### config.mk
export PLATFORM = sky130hd
export DESIGN_NAME = ffba_queue
export DESIGN_NICKNAME = d
export VERILOG_FILES = /design/src/rtl/first_fit_block_allocator_macros.svh /design/src/rtl/ffba_pkg.sv /design/src/rtl/ffba_queue.sv
export SDC_FILE = /design/constraint.sdc
export NUM_CORES = 1
export LEC_CHECK = 0
export BUFFER_PORTS_ARGS = -buffer_cell sky130_fd_sc_hd__clkbuf_2
export CAP_MARGIN = 25
export CORE_MARGIN = 1.5
export CORE_UTILIZATION = 50
export CTS_CLUSTER_DIAMETER = 80
export DETAILED_ROUTE_END_ITERATION = 7
export PLACE_DENSITY = 0.77
export RECOVER_POWER = 100
export SETUP_SLACK_MARGIN = 0.5
export SLEW_MARGIN = 20
export SYNTH_ARGS = -nofsm -noshare
export SYNTH_HDL_FRONTEND = slang
export SYNTH_SLANG_ARGS = --single-unit
export TNS_END_PERCENT = 50
### constraint.sdc
create_clock -name clk -period 3.5 [get_ports clk]
set_input_delay 0.525 -clock clk [delete_from_list [all_inputs] [get_ports clk]]
set_output_delay 0.525 -clock clk [all_outputs]
set_load 0.1 [all_outputs]
### src/rtl/first_fit_block_allocator_macros.svh
// ----------------------------------------------------------------------------
// First-fit block allocator assertion macros
// Shared property wrappers for the allocator's concurrent checks.
// ----------------------------------------------------------------------------
`ifndef FIRST_FIT_BLOCK_ALLOCATOR_MACROS_SVH
`define FIRST_FIT_BLOCK_ALLOCATOR_MACROS_SVH

// same-cycle implication
`define FFBA_ASSERT_IMP(name, ck, rn, ante, cons) \
	name: assert property (@(posedge ck) disable iff (!rn) (ante) |-> (cons)) \
		else $error("ffba check failed");

// next-cycle implication
`define FFBA_ASSERT_NXT(name, ck, rn, ante, cons) \
	name: assert property (@(posedge ck) disable iff (!rn) (ante) |=> (cons)) \
		else $error("ffba check failed");

`endif

### src/rtl/ffba_pkg.sv
// ----------------------------------------------------------------------------
// First-fit block allocator package
// Sizes, header layout, command and status codes, block-walk helper.
// ----------------------------------------------------------------------------
package ffba_pkg;

	localparam int HEAP_BYTES    = 1048576;
	localparam int GRANULE_BYTES = 8;
	localparam int GSH           = $clog2(GRANULE_BYTES);
	localparam int GRANULES      = HEAP_BYTES / GRANULE_BYTES;
	localparam int GW            = $clog2(GRANULES);
	localparam int BYTES_W       = 21;
	localparam int OFF_W         = 21;
	localparam int NEED_W        = $clog2(((((1 << BYTES_W) - 1) + GRANULE_BYTES - 1) >> GSH) + 2);
	localparam int ARG_W         = (NEED_W > GW + 1) ? NEED_W : GW + 1;
	localparam int QDEPTH        = 4;
	localparam int QAW           = $clog2(QDEPTH);

	typedef logic [GW-1:0] gidx_t;

	localparam gidx_t BLOCK_GRANULES = GW'(GRANULES - 1);

	typedef struct packed {
		gidx_t prev;
		logic  used;
		gidx_t size;
	} hdr_t;

	localparam int HDR_W = $bits(hdr_t);
	localparam hdr_t HDR_RESET = '{prev: '0, used: 1'b0, size: BLOCK_GRANULES};

	typedef enum logic {
		OP_ALLOC = 1'b0,
		OP_FREE  = 1'b1
	} op_t;

	typedef enum logic [1:0] {
		ST_ALLOCATED = 2'd0,
		ST_FAILED    = 2'd1,
		ST_FREED     = 2'd2,
		ST_IGNORED   = 2'd3
	} status_t;

	typedef enum logic [1:0] {
		CMD_ALLOC,
		CMD_FREE,
		CMD_FAIL,
		CMD_IGNORE
	} cmd_kind_t;

	// arg: granules needed for an allocate, block index for a free
	typedef struct packed {
		cmd_kind_t        kind;
		logic [ARG_W-1:0] arg;
	} cmd_t;

	typedef struct packed {
		logic empty;
		logic full;
	} q_status_t;

	typedef enum logic [3:0] {
		BK_IDLE,
		BK_WALK_A,
		BK_A_SPLIT,
		BK_A_FIX,
		BK_WALK_F,
		BK_F_NEXT,
		BK_F_NFIX,
		BK_F_PREV,
		BK_F_PQ,
		BK_F_QFIX,
		BK_RESP
	} bk_state_t;

	// start of the block after g, or BLOCK_GRANULES past the last block
	function automatic gidx_t follow_blk(gidx_t g, gidx_t size, gidx_t last);
		logic [GW:0] sum;
		sum = {1'b0, g} + {1'b0, size};
		if (g >= last) return BLOCK_GRANULES;
		if (sum < {1'b0, BLOCK_GRANULES}) return sum[GW-1:0];
		return BLOCK_GRANULES;
	endfunction

endpackage

### src/rtl/ffba_queue.sv
// ----------------------------------------------------------------------------
// Allocator command queue
// Small FIFO between the decoder and the header sequencer.
// ----------------------------------------------------------------------------
module ffba_queue
	import ffba_pkg::*;
(
	input  logic      clk,
	input  logic      arst_n,
	input  logic      push,
	input  cmd_t      push_cmd,
	input  logic      pop,
	output cmd_t      pop_cmd,
	output q_status_t status
);

	logic [QAW:0] wr_q;
	logic [QAW:0] rd_q;
	cmd_t         slot_q [QDEPTH];

	assign status.empty = (wr_q == rd_q);
	assign status.full  = (wr_q[QAW] != rd_q[QAW]) && (wr_q[QAW-1:0] == rd_q[QAW-1:0]);
	assign pop_cmd      = slot_q[rd_q[QAW-1:0]];

	always_ff @(posedge clk or negedge arst_n) begin
		if (!arst_n) begin
			wr_q <= '0;
			rd_q <= '0;
		end else begin
			if (push) begin
				wr_q <= wr_q + (QAW+1)'(1);
			end
			if (pop) begin
				rd_q <= rd_q + (QAW+1)'(1);
			end
		end
	end

	always_ff @(posedge clk) begin
		if (push) begin
			slot_q[wr_q[QAW-1:0]] <= push_cmd;
		end
	end

endmodule

==> results.ini <==
[synth]
yosysTopAreaCell = edfxtp_1
synth_top_area_share_pct = 73.95
syn_area_per_cell_um2 = 24.36
syn-instance-count = 140
synth_most_common_cell = edfxtp_1
synth_cell_types = 17
synth-main-ff-cell = edfxtp_1
synth_edf_count = 84
synth.net_count = 170
syn_area_um2 = 3411
ys_ff_latch = 90
synthArstFlopShare_pct = 6.667
synth_sequential_area_ratio_pct = 78.36
yosysWarningCount = 0
yosys-top-cells-count = edfxtp_1, mux4_2, dfrtp_1
synthTopCellsByArea = edfxtp_1, mux4_2, dfrtp_1

[setup_path]
r2r_cells = 3
crit_fanout = 9
r2r-start = wr_q[0]
cp.required_ps = 2970
rrSetupSlack_ps = 1140
path_class = register to output port
worst_r2r_endpoint = slot_q[3][10]
endpoint = status[1]
arrival_ps = 2470
start_kind = register
worst_setup_path_end_kind = output port
critPathLaunch = rd_q[0]

[placed_design]
place.gp.congestion = 0.7042
portBuffers = 47
hpwlAfterDp_um = 3725
dp.cells = 264

[die]
fp.dieArea_um2 = 7326
fp-row-count = 29
coreArea_um2 = 6459
io_pins = 48
dieHeight_um = 85.59
die-width_um = 85.59
initial_core_util_pct = 52.81

[clock_network]
cts_sinks = 90
cts_tree = yes
root_buffer = clkbuf_8
cts_buffer_depth = 2
clk_latency_ps = 340
htree_num_levels = 3
path_clk_slew_ps = 80
cts_resized = 0
postCtsSetupRepairBufs = 0
cts_buffers = 9

[sta]
fin_worst_skew_ps = 5.992
relSlewSlack_pct = -5.904
tightest_slew_ps = 1588
min_period_ps = 2992
hold_viol = 0
setup_viol_count_final = 0
max_freq_ghz = 0.3342
period_share_pct = 85.49
hold_slack_ps = 402.0
rsz0062_at_grt = false
fin_tns_setup_ps = 0
maxSlewViolCount = 44

[drt]
first_pass_iters = 6
ant_nets = 0
vias_per_cell = 5.463
routedWlPerCell_um = 19.81
routed_wirelength_um = 5568
drc_errors = 4
drt_iter0_markers = 79
vias = 1535

[finish]
syn_to_final_growth_pct = 13.57
drive_above_1_share_pct = 24.02
diodes = 0
fin_cells = 281
num-nets-final = 229

[hold_path]
hold_path_depth = 2
hold_class = input port to register

[global_route]
overflow = 0
grt_start_max_net_pins = 22
grt_pass1_vias = 1702
grt_pass1_wl_um = 8756
grt_usage_pct = 16.64
antenna_found_initial = 0

[flow_run]
drv_cap = 2

[run_status]
outcome = finished, violations left
violations = DRC, capacitance limit, slew limit

-- state kept, by name, summed over array words and instances (netlist names) --
signal,cells
slot_q,84
rd_q,3
wr_q,3
-- worst max-delay path, stage by stage, from the launching register on --
cell and delay (ps):
dfrtp_1 640, buf_4 310, xor2_1 120, nor3b_2 180, clkbuf_1 880
-- cell type report --
| class | instances | area (um2) |
|---|---|---|
| fill | 480 | 2585 |
| timing repair buffer | 53 | 230.2 |
| tap | 77 | 96.34 |
| clock buffer | 9 | 123.9 |
| inverter | 2 | 7.507 |
| multi-input combinational | 43 | 674.4 |
| sequential | 90 | 2673 |
| clock inverter | 7 | 68.82 |
-- kinds of logic (layout without fill, tap and decap cells) --
family / after synthesis / in the layout / synth area share [%]
compound gates: 1 / 1 / 0.1466
xor+xnor: 7 / 7 / 1.798
fa+ha+maj: 5 / 5 / 1.834
buf+inv: 7 / 71 / 2.018
flops: 90 / 90 / 78.36
mux: 22 / 22 / 14.53
simple gates: 8 / 8 / 1.321
-- metrics by stage --
stage | cell area (um2) | setup slack, ps | utilization [%]
floorplan | 3416 | 109.9 | -
detailed placement | 3739 | 1036 | 57.88
finish | 3874 | 508.0 | 59.98
global placement | 3709 | 1101 | 57.42
CTS | 3941 | 644.0 | 61.02
global route | 3874 | 303.5 | 59.98
-- placed cells by master (no fill, tap or decap), types with 2 or more instances in the layout --
cell type / instances
and2_0: 4
buf_4: 3
clkbuf_1: 38
clkbuf_2: 11
clkbuf_8: 9
clkinv_2: 2
dfrtp_1: 6
edfxtp_1: 84
ha_1: 5
inv_1: 2
mux4_1: 3
mux4_2: 18
nand2_1: 2
xnor2_1: 2
xor2_1: 5
-- worst min-delay path by stage --
| stage | from | endpoint |
|---|---|---|
| detailed placement | arst_n | wr_q[1] |
| floorplan | arst_n | rd_q[0] |
| global route | pop | rd_q[0] |
| CTS | push_cmd[15] | slot_q[1][15] |
| global placement | arst_n | wr_q[1] |
| finish | pop | rd_q[0] |
-- repair_timing --
action / CTS / global route
hold buffers: 1 / 0
setup endpoints to repair: 0 / 0
hold endpoints to repair: 6 / 0
-- layer usage --
metal  GRT usage, %  vias to the layer above  part of all wire, %
met4          6.598                        0                  1.1
met1          21.35                      789                   43
met3          4.620                        7                  4.7
li1               -                      695                    -
met2          27.27                       44                   51
met5              0                        -                    0
Power is left out: the tool's default activity adds up to more than one toggle a clock period on the data nets, which glitch-free logic cannot reach.
