## config.mk

```make
export PLATFORM = sky130hd
export DESIGN_NAME = ffba_front
export DESIGN_NICKNAME = d
export VERILOG_FILES = /design/src/rtl/first_fit_block_allocator_macros.svh /design/src/rtl/ffba_pkg.sv /design/src/rtl/ffba_front.sv
export SDC_FILE = /design/constraint.sdc
export NUM_CORES = 1
export LEC_CHECK = 0
export BUFFER_PORTS_ARGS = -buffer_cell sky130_fd_sc_hd__buf_2
export CAP_MARGIN = 20
export CORE_MARGIN = 5
export CORE_UTILIZATION = 41
export DETAILED_ROUTE_END_ITERATION = 8
export PLACE_DENSITY = 0.78
export SLEW_MARGIN = 5
export SYNTH_ARGS = -nofsm -noshare
export SYNTH_HDL_FRONTEND = slang
export SYNTH_SLANG_ARGS = --single-unit
```

## constraint.sdc

```tcl
create_clock -name vclk -period 3.8
set_input_delay 0.76 -clock vclk [all_inputs]
set_output_delay 0.76 -clock vclk [all_outputs]
set_load 0.005 [all_outputs]
```

## src/rtl/first_fit_block_allocator_macros.svh

```systemverilog
// ----------------------------------------------------------------------------
// First-fit block allocator assertion macros
// Shared property wrappers for the allocator's concurrent checks.
// ----------------------------------------------------------------------------
`ifndef FIRST_FIT_BLOCK_ALLOCATOR_MACROS_SVH
`define FIRST_FIT_BLOCK_ALLOCATOR_MACROS_SVH

// same-cycle implication
`define FFBA_ASSERT_IMP(name, ck, rn, ante, cons) \
	name: assert property (@(posedge ck) disable iff (!rn) (ante) |-> (cons)) \
		else $error("ffba check failed");

// next-cycle implication
`define FFBA_ASSERT_NXT(name, ck, rn, ante, cons) \
	name: assert property (@(posedge ck) disable iff (!rn) (ante) |=> (cons)) \
		else $error("ffba check failed");

`endif

```

## src/rtl/ffba_pkg.sv

```systemverilog
// ----------------------------------------------------------------------------
// First-fit block allocator package
// Sizes, header layout, command and status codes, block-walk helper.
// ----------------------------------------------------------------------------
package ffba_pkg;

	localparam int HEAP_BYTES    = 1048576;
	localparam int GRANULE_BYTES = 8;
	localparam int GSH           = $clog2(GRANULE_BYTES);
	localparam int GRANULES      = HEAP_BYTES / GRANULE_BYTES;
	localparam int GW            = $clog2(GRANULES);
	localparam int BYTES_W       = 21;
	localparam int OFF_W         = 21;
	localparam int NEED_W        = $clog2(((((1 << BYTES_W) - 1) + GRANULE_BYTES - 1) >> GSH) + 2);
	localparam int ARG_W         = (NEED_W > GW + 1) ? NEED_W : GW + 1;
	localparam int QDEPTH        = 4;
	localparam int QAW           = $clog2(QDEPTH);

	typedef logic [GW-1:0] gidx_t;

	localparam gidx_t BLOCK_GRANULES = GW'(GRANULES - 1);

	typedef struct packed {
		gidx_t prev;
		logic  used;
		gidx_t size;
	} hdr_t;

	localparam int HDR_W = $bits(hdr_t);
	localparam hdr_t HDR_RESET = '{prev: '0, used: 1'b0, size: BLOCK_GRANULES};

	typedef enum logic {
		OP_ALLOC = 1'b0,
		OP_FREE  = 1'b1
	} op_t;

	typedef enum logic [1:0] {
		ST_ALLOCATED = 2'd0,
		ST_FAILED    = 2'd1,
		ST_FREED     = 2'd2,
		ST_IGNORED   = 2'd3
	} status_t;

	typedef enum logic [1:0] {
		CMD_ALLOC,
		CMD_FREE,
		CMD_FAIL,
		CMD_IGNORE
	} cmd_kind_t;

	// arg: granules needed for an allocate, block index for a free
	typedef struct packed {
		cmd_kind_t        kind;
		logic [ARG_W-1:0] arg;
	} cmd_t;

	typedef struct packed {
		logic empty;
		logic full;
	} q_status_t;

	typedef enum logic [3:0] {
		BK_IDLE,
		BK_WALK_A,
		BK_A_SPLIT,
		BK_A_FIX,
		BK_WALK_F,
		BK_F_NEXT,
		BK_F_NFIX,
		BK_F_PREV,
		BK_F_PQ,
		BK_F_QFIX,
		BK_RESP
	} bk_state_t;

	// start of the block after g, or BLOCK_GRANULES past the last block
	function automatic gidx_t follow_blk(gidx_t g, gidx_t size, gidx_t last);
		logic [GW:0] sum;
		sum = {1'b0, g} + {1'b0, size};
		if (g >= last) return BLOCK_GRANULES;
		if (sum < {1'b0, BLOCK_GRANULES}) return sum[GW-1:0];
		return BLOCK_GRANULES;
	endfunction

endpackage

```

## src/rtl/ffba_front.sv

```systemverilog
// ----------------------------------------------------------------------------
// Allocator front end
// Takes request items, decodes them and queues a command per item.
// ----------------------------------------------------------------------------
module ffba_front
	import ffba_pkg::*;
(
	input  logic        s_tvalid,
	output logic        s_tready,
	input  logic [47:0] s_tdata,  // request_bytes [20:0], release_offset [41:21]
	input  logic [0:0]  s_tuser,  // operation [0]
	input  q_status_t   q_status,
	output logic        push,
	output cmd_t        push_cmd
);

	logic [BYTES_W-1:0]     req_bytes;
	logic [OFF_W-1:0]       rel_off;
	logic [BYTES_W:0]       rnd;
	logic [NEED_W-1:0]      need;
	logic [OFF_W-GSH-1:0]   blk;
	logic                   bad_free;

	assign req_bytes = s_tdata[BYTES_W-1:0];
	assign rel_off   = s_tdata[BYTES_W+OFF_W-1:BYTES_W];

	assign rnd  = {1'b0, req_bytes} + (BYTES_W+1)'(GRANULE_BYTES - 1);
	assign need = NEED_W'(rnd >> GSH) + NEED_W'(1);
	assign blk  = rel_off[OFF_W-1:GSH] - (OFF_W-GSH)'(1);

	assign bad_free = (rel_off == '0) || (rel_off[GSH-1:0] != '0)
		|| (ARG_W'(blk) >= ARG_W'(BLOCK_GRANULES));

	assign s_tready = !q_status.full;
	assign push     = s_tvalid && s_tready;

	always_comb begin
		push_cmd = '{kind: CMD_FAIL, arg: '0};
		if (op_t'(s_tuser[0]) == OP_ALLOC) begin
			if (req_bytes == '0) begin
				push_cmd.kind = CMD_FAIL;
			end else begin
				push_cmd.kind = CMD_ALLOC;
				push_cmd.arg  = ARG_W'(need);
			end
		end else begin
			if (bad_free) begin
				push_cmd.kind = CMD_IGNORE;
			end else begin
				push_cmd.kind = CMD_FREE;
				push_cmd.arg  = ARG_W'(blk);
			end
		end
	end

endmodule

```

==> results.toml <==
[global_routing]
antenna_found_initial = 0
grt_pass1_wl_um = 6560
grt_max_degree = 18
grt_usage = 0.183
grt_pass1_vias = 1559
grt-ovfl-total = 0

[yosys]
avgSynthCellArea_um2 = 6.78
yosysMostFrequentCell = "xnor2_1"
synth_area_um2 = 1180
synth_seq_area_share = 0
netlist_instances = 174
yosys.area.top_type_share = 0.141
synthTopCellsByArea = "xnor2_1 14%, xor2_1 8.9%, o32ai_1 6.7%"
synthTopCellsByCount = "19 x xnor2_1, 18 x nand2_1, 12 x nor2_1, 12 x xor2_1, 11 x nor3_1"
synth_nets = 229
yosysUniqueCellTypes = 46
yosysTopAreaCell = "xnor2_1"
yosysWarnings = 0

[timing]
setup_ws_ps = 64.5
final_max_slew_viol_count = 0
hold_viol = 0
whs_ps = 1750
worst_pin_slew_ps = 506
tns_ps = 0
period_share = 0.983
fin_crit_ps = 3740
setup_viol = 0
rsz0062_at_grt = "true"
fmax_mhz = 268
slew_headroom = 0.660

[drt]
postRouteAntennaNets = 0
vias = 1676
viasPerCell = 5.78
drt_iter0_drc = 62
drc = 0
drt-pass1-iter-count = 4
wl_per_cell_um = 14.1
routed_wl_um = 4100

[critical_path]
arrival_ps = 2980
critPathMaxFanout = 6
crit_required_ps = 3040
cpMaxStageDelayCell = "or4b_4"
worstSetupPathType = "in2out"
startpoint_type = "primary input"
crit_path_end_kind = "output pin"
slowest_delay_ps = 450
cp_cell_sequence = "buf_8 -> inv_6 -> ha_4 -> or4b_4 -> or4_4 -> a21oi_4 -> o22ai_4 -> nor4_4 -> buf_4 -> o32ai_2 -> buf_2"

[placement]
gp_congestion = 0.937
dpl.hpwl_um = 3480
dp_slack_ps = -78.2
port_buffers = 68

[clocking]
cts_post_setup_buffers_inserted = 0
ctsHoldBuffers = 0

[min_path]
whs_path_depth = 3
hold_path_class = "in2out"
worstHoldStart = "q_status[0]"
hold_path_end = "s_tready"

[pwr]
comb_power_share = 1.000
sw_frac_of_total = 0.521
power_mw = 0.157
p_int_mw = 0.0754
sequentialPowerShare = 0
p_clk_frac = 0
switching_power_mw = 0.0819
p_per_area_nw_per_um2 = 87.7
leakage_nw = 0.764
ir_drop_mv = 0.0651

[final_layout]
regArea_um2 = 0
num_antenna_cells = 0
nets = 316
drive_above_1_share = 0.413
fin_util = 0.651
clockBufferCount = 0
nFillCells = 271
design.seq.count = 0
area_growth_pct = 52.1

[job]
cap_violations = 0

[die]
core_region_area_um2 = 2760
dieArea_um2 = 4050
die_w_um = 63.6
fp-row-count = 19
die_h_um = 63.6
initial_core_util = 0.428
io_pins = 75

[status]
status = "finished, final reports clean"
## logic make-up (layout without fill, tap and decap cells)
kind of cell,after synthesis,count (layout),synth area share
AO/OA/AOI/OAI,34,34,0.220
XOR/XNOR,31,31,0.230
adder cells (fa/ha/maj),4,4,0.0403
AND/OR/NAND/NOR,95,95,0.469
buffers and inverters,10,95,0.0414
## placed cells by master (no fill, tap or decap), drive strengths merged, types with 3 or more instances in the layout
master / netlist / routed
and2: 3 / 3
and3: 4 / 4
buf: 2 / 89
ha: 3 / 3
inv: 5 / 5
nand2: 18 / 18
nand3: 9 / 9
nand4: 5 / 5
nor2: 12 / 12
nor2b: 3 / 3
nor3: 12 / 12
nor4: 10 / 10
o21ai: 5 / 5
o22ai: 7 / 7
o32ai: 9 / 9
or3: 3 / 3
xnor2: 19 / 19
xor2: 12 / 12
## area by class of cell
cell class	count	area [um^2]	area share
multi-input combinational	164	1210	0.673
timing repair buffer	89	518	0.289
tap	31	38.8	0.0216
inverter	6	30.0	0.0167
## power by group through the flow
stage / registers, mW / logic, mW / clock network [mW]
floorplan: 0 / 0.0665 / 0
global placement: 0 / 0.145 / 0
finish: 0 / 0.157 / 0
detailed placement: 0 / 0.147 / 0
global route: 0 / 0.173 / 0
CTS: 0 / 0.147 / 0
## worst max-delay path: cells and delay by family
kind                       cells  cell delay, ps
buffers and inverters          4             510
and+or+nand+nor                3            1210
AOI/OAI and AO/OA              3             370
adders and majority gates      1             120
## per-stage QoR
stage | area [um^2] | std cells
5_1_grt | 1790 | 290
2_1_floorplan | 1180 | 174
4_1_cts | 1690 | 290
3_5_place_dp | 1690 | 290
6_report | 1790 | 290
3_3_place_gp | 1690 | 290
## repair_timing
| item | CTS | global route |
|---|---|---|
| gates resized for setup | 1 | 20 |
| pin swaps | 1 | 6 |
| setup endpoints to repair | 16 | 18 |
## worst max-delay path by stage
stage                     start      endpoint  slack [ps]  depth (start not counted)
floorplan           s_tdata[24]  push_cmd[20]          70                          9
global placement    s_tdata[24]   push_cmd[8]         -50                         11
detailed placement  s_tdata[24]   push_cmd[8]         -80                         11
CTS                 s_tdata[24]  push_cmd[16]           8                         11
global route        s_tdata[24]   push_cmd[9]         -10                         11
finish              s_tdata[25]   push_cmd[9]          60                         11
## layer usage
metal	vias to the layer above	track usage	wire length, um
met5	-	0	0
met4	0	0.0286	41
met3	4	0.0195	284
met2	62	0.325	2010
met1	763	0.238	1770
li1	847	-	-
No activity file was read; power rests on OpenSTA's default activity.
